[src/hw/rtl/bblri_pkg.sv]
package bblri_pkg;

  localparam int unsigned ACC_W = 34;
  localparam logic [31:0] MAX_BYTES_RST = 32'd1048576;

  localparam logic OP_PUSH = 1'b0;
  localparam logic OP_GET  = 1'b1;

  typedef struct packed {
    logic        opcode;
    logic [63:0] log_id;
    logic [23:0] entry_length;
  } in_word_t;

  typedef struct packed {
    logic        ok;
    logic [9:0]  slot;
    logic [10:0] entries_held;
    logic [31:0] bytes_held;
  } out_word_t;

endpackage

[src/hw/rtl/bblri_acc_unit.sv]
module bblri_acc_unit #(
  parameter int unsigned LEN_BITS = 24
) (
  input  logic [bblri_pkg::ACC_W-1:0] a_i,
  input  logic [LEN_BITS-1:0]         b_i,
  input  logic                        sub_i,
  input  logic [31:0]                 limit_i,
  output logic [bblri_pkg::ACC_W-1:0] sum_o,
  output logic                        over_o
);

  import bblri_pkg::*;

  logic [ACC_W-1:0] b_ext;

  assign b_ext  = ACC_W'(b_i);
  assign sum_o  = sub_i ? (a_i - b_ext) : (a_i + b_ext);
  assign over_o = sum_o > ACC_W'(limit_i);

endmodule

[config.mk]
export PLATFORM = sky130hd
export DESIGN_NAME = bblri_acc_unit
export DESIGN_NICKNAME = d
export VERILOG_FILES = /design/src/hw/rtl/bblri_pkg.sv /design/src/hw/rtl/bblri_acc_unit.sv
export SDC_FILE = /design/constraint.sdc
export NUM_CORES = 1
export LEC_CHECK = 0
export BUFFER_PORTS_ARGS = -buffer_cell sky130_fd_sc_hd__buf_2
export CORE_ASPECT_RATIO = 0.7
export CORE_UTILIZATION = 43
export DETAILED_ROUTE_END_ITERATION = 8
export PLACE_DENSITY = 0.74
export SYNTH_ARGS = -nofsm -noshare
export SYNTH_HDL_FRONTEND = slang
export SYNTH_SLANG_ARGS = --single-unit
[constraint.sdc]
create_clock -name vclk -period 7.1
set_input_delay 0.355 -clock vclk [all_inputs]
set_output_delay 0.355 -clock vclk [all_outputs]
set_load 0.05 [all_outputs]
==> qor.yml <==
layout:
  layout_commonest_cell: "buf_2"
  final_util_pct: 55.7
  fin_area_sq_um: 3780
  synthToLayoutAreaGrowth_pct: 24.6
  layout.nets: 714
  seqCellArea_sq_um: 0
  drive_gt1_share_pct: 26.4
  fill_cells: 660
  nClkBuffers: 0
  multi_input_comb_area_sq_um: 2830
  seq_cells: 0
  layout_common_cells: "buf_2 (126), ha_1 (66), a21oi_1 (55)"
  diodes: 0
timing:
  fin_ws_ps: 620
  post-route-min-period_ps: 6480
  max_slew_margin_pct: 63.7
  slew_violations: 0
  setup_viol: 0
  hold_violations: 0
  fmax_ghz: 0.154
  period_share_pct: 91.3
  hold-worst-slack_ps: 1230
  fin_setup_tns_ps: 0
  rsz0062_at_grt: "false"
  tightest_slew_ps: 540
power_and_ir_drop:
  peakVddDrop_mv: 0.153
  p_per_area_nw_per_um2: 184
  leakage_nw: 2.06
global_routing:
  overflow: 0
  grt_start_max_net_pins: 33
  track_usage_pct: 22.8
  grt_pass1_vias: 3102
  grt_pass1_wl_um: 13800
  grt_antenna_before_repair: 0
placed_design:
  placed_area_sq_um: 3780
  io_buffers: 126
  place_ws_ps: 645
  dp_hpwl_um: 7680
  gp_congestion: 0.870
floorplanning:
  fp.dieH_um: 72.3
  num_rows: 25
  initial_core_util_pct: 44.7
  die_w_um: 102
  die-area_sq_um: 7400
  io-pin-count: 126
  core_sq_um: 6790
critical_path:
  worst_setup_path_start_kind: "input port"
  path_delay_family: "compound AO/OA/AOI/OAI gates"
  critical_path_buf_inv_count: 2
  critPathArrivalTime_ps: 6130
  end_kind: "output pin"
  slowest_delay_ps: 390
  crit_slowest_cell: "nor3b_4"
  cp.required_ps: 6740
  worstPathMaxFanout: 8
  critical_path_class: "in -> out"
cts:
  cts_setup_buffers: 0
  cts_resized: 0
  ctsHoldBuffers: 0
synth:
  synth_cells: 432
  ys_warn_count: 0
  postSynthAreaPerCell_sq_um: 7.03
  synth.net_count: 590
  netlist_area_sq_um: 3040
  yosysSeqAreaShare_pct: 0
  synth_cell_types: 53
detailed_routing:
  first_pass_iters: 5
  via_per_inst: 5.46
  drt-total-wl_um: 8690
  wl_per_cell_um: 13.4
  drc: 0
  dr_total_vias: 3535
  drtIter0Drc: 137
  ant_nets: 0
worst_hold_path:
  hp-class: "in -> out"
outcome:
  status: "finished, final reports clean"
run:
  maxCapViolCount: 0
## stage by stage
stage          total power [mW]  std cells
4_1_cts                   0.694        648
3_3_place_gp              0.676        648
5_1_grt                   0.757        648
6_report                  0.696        648
3_5_place_dp              0.691        648
2_1_floorplan             0.524        432
## kinds of logic (layout without fill, tap and decap cells)
| family | count (synthesis) | after routing | share of synthesized area, % |
|---|---|---|---|
| AO/OA/AOI/OAI | 135 | 135 | 28.4 |
| AND/OR/NAND/NOR | 119 | 119 | 20.4 |
| adder cells (fa/ha/maj) | 67 | 67 | 27.9 |
| buffers and inverters | 57 | 179 | 7.05 |
| XOR/XNOR | 53 | 53 | 15.9 |
| multiplexers | 1 | 1 | 0.371 |
## Yosys cell counts (3+ instances only)
master	number	area share, %
inv_1	51	6.3
o21ai_0	18	3.0
o21bai_1	7	1.7
nor3_1	12	2.0
a31oi_1	3	0.62
clkbuf_1	6	0.74
nor2_1	38	4.7
nand2_1	22	2.7
nand4_1	9	1.9
ha_1	66	27
nor2b_1	5	1.0
o21a_1	3	0.74
a211oi_1	3	0.74
xnor2_1	39	11
a21o_1	23	5.7
a21o_2	3	0.87
xor2_1	13	3.8
a21oi_1	55	9.1
nand3_1	13	2.1
## tightest hold or removal path: stages
cell and delay (ps):
buf_2 90, inv_1 50, ha_1 150, inv_1 40, buf_2 200
## final timing paths
| check | cells past startpoint | slack [ps] | start | endpoint |
|---|---|---|---|---|
| min | 5 | 1230 | a_i[0] | sum_o[0] |
| max | 25 | 620 | b_i[10] | over_o |
## per-layer routing
metal / GRT usage (%) / wire (um) / vias to the layer above
li1: - / - / 1800
met2: 37.9 / 3760 / 149
met3: 2.31 / 787 / 4
met1: 33.3 / 4130 / 1582
met4: 1.11 / 15 / 0
met5: 0 / 0 / -
## where the power goes
group | switching, mW | internal [mW]
Clock | 0 | 0
Sequential | 0 | 0
Combinational | 0.472 | 0.224
Total | 0.472 | 0.224
## cell type report
cell class	count	area share (%)
timing repair buffer	128	17.1
multi-input combinational	375	74.8
tap	94	3.11
inverter	51	5.06
(Power assumes the default switching activity.)
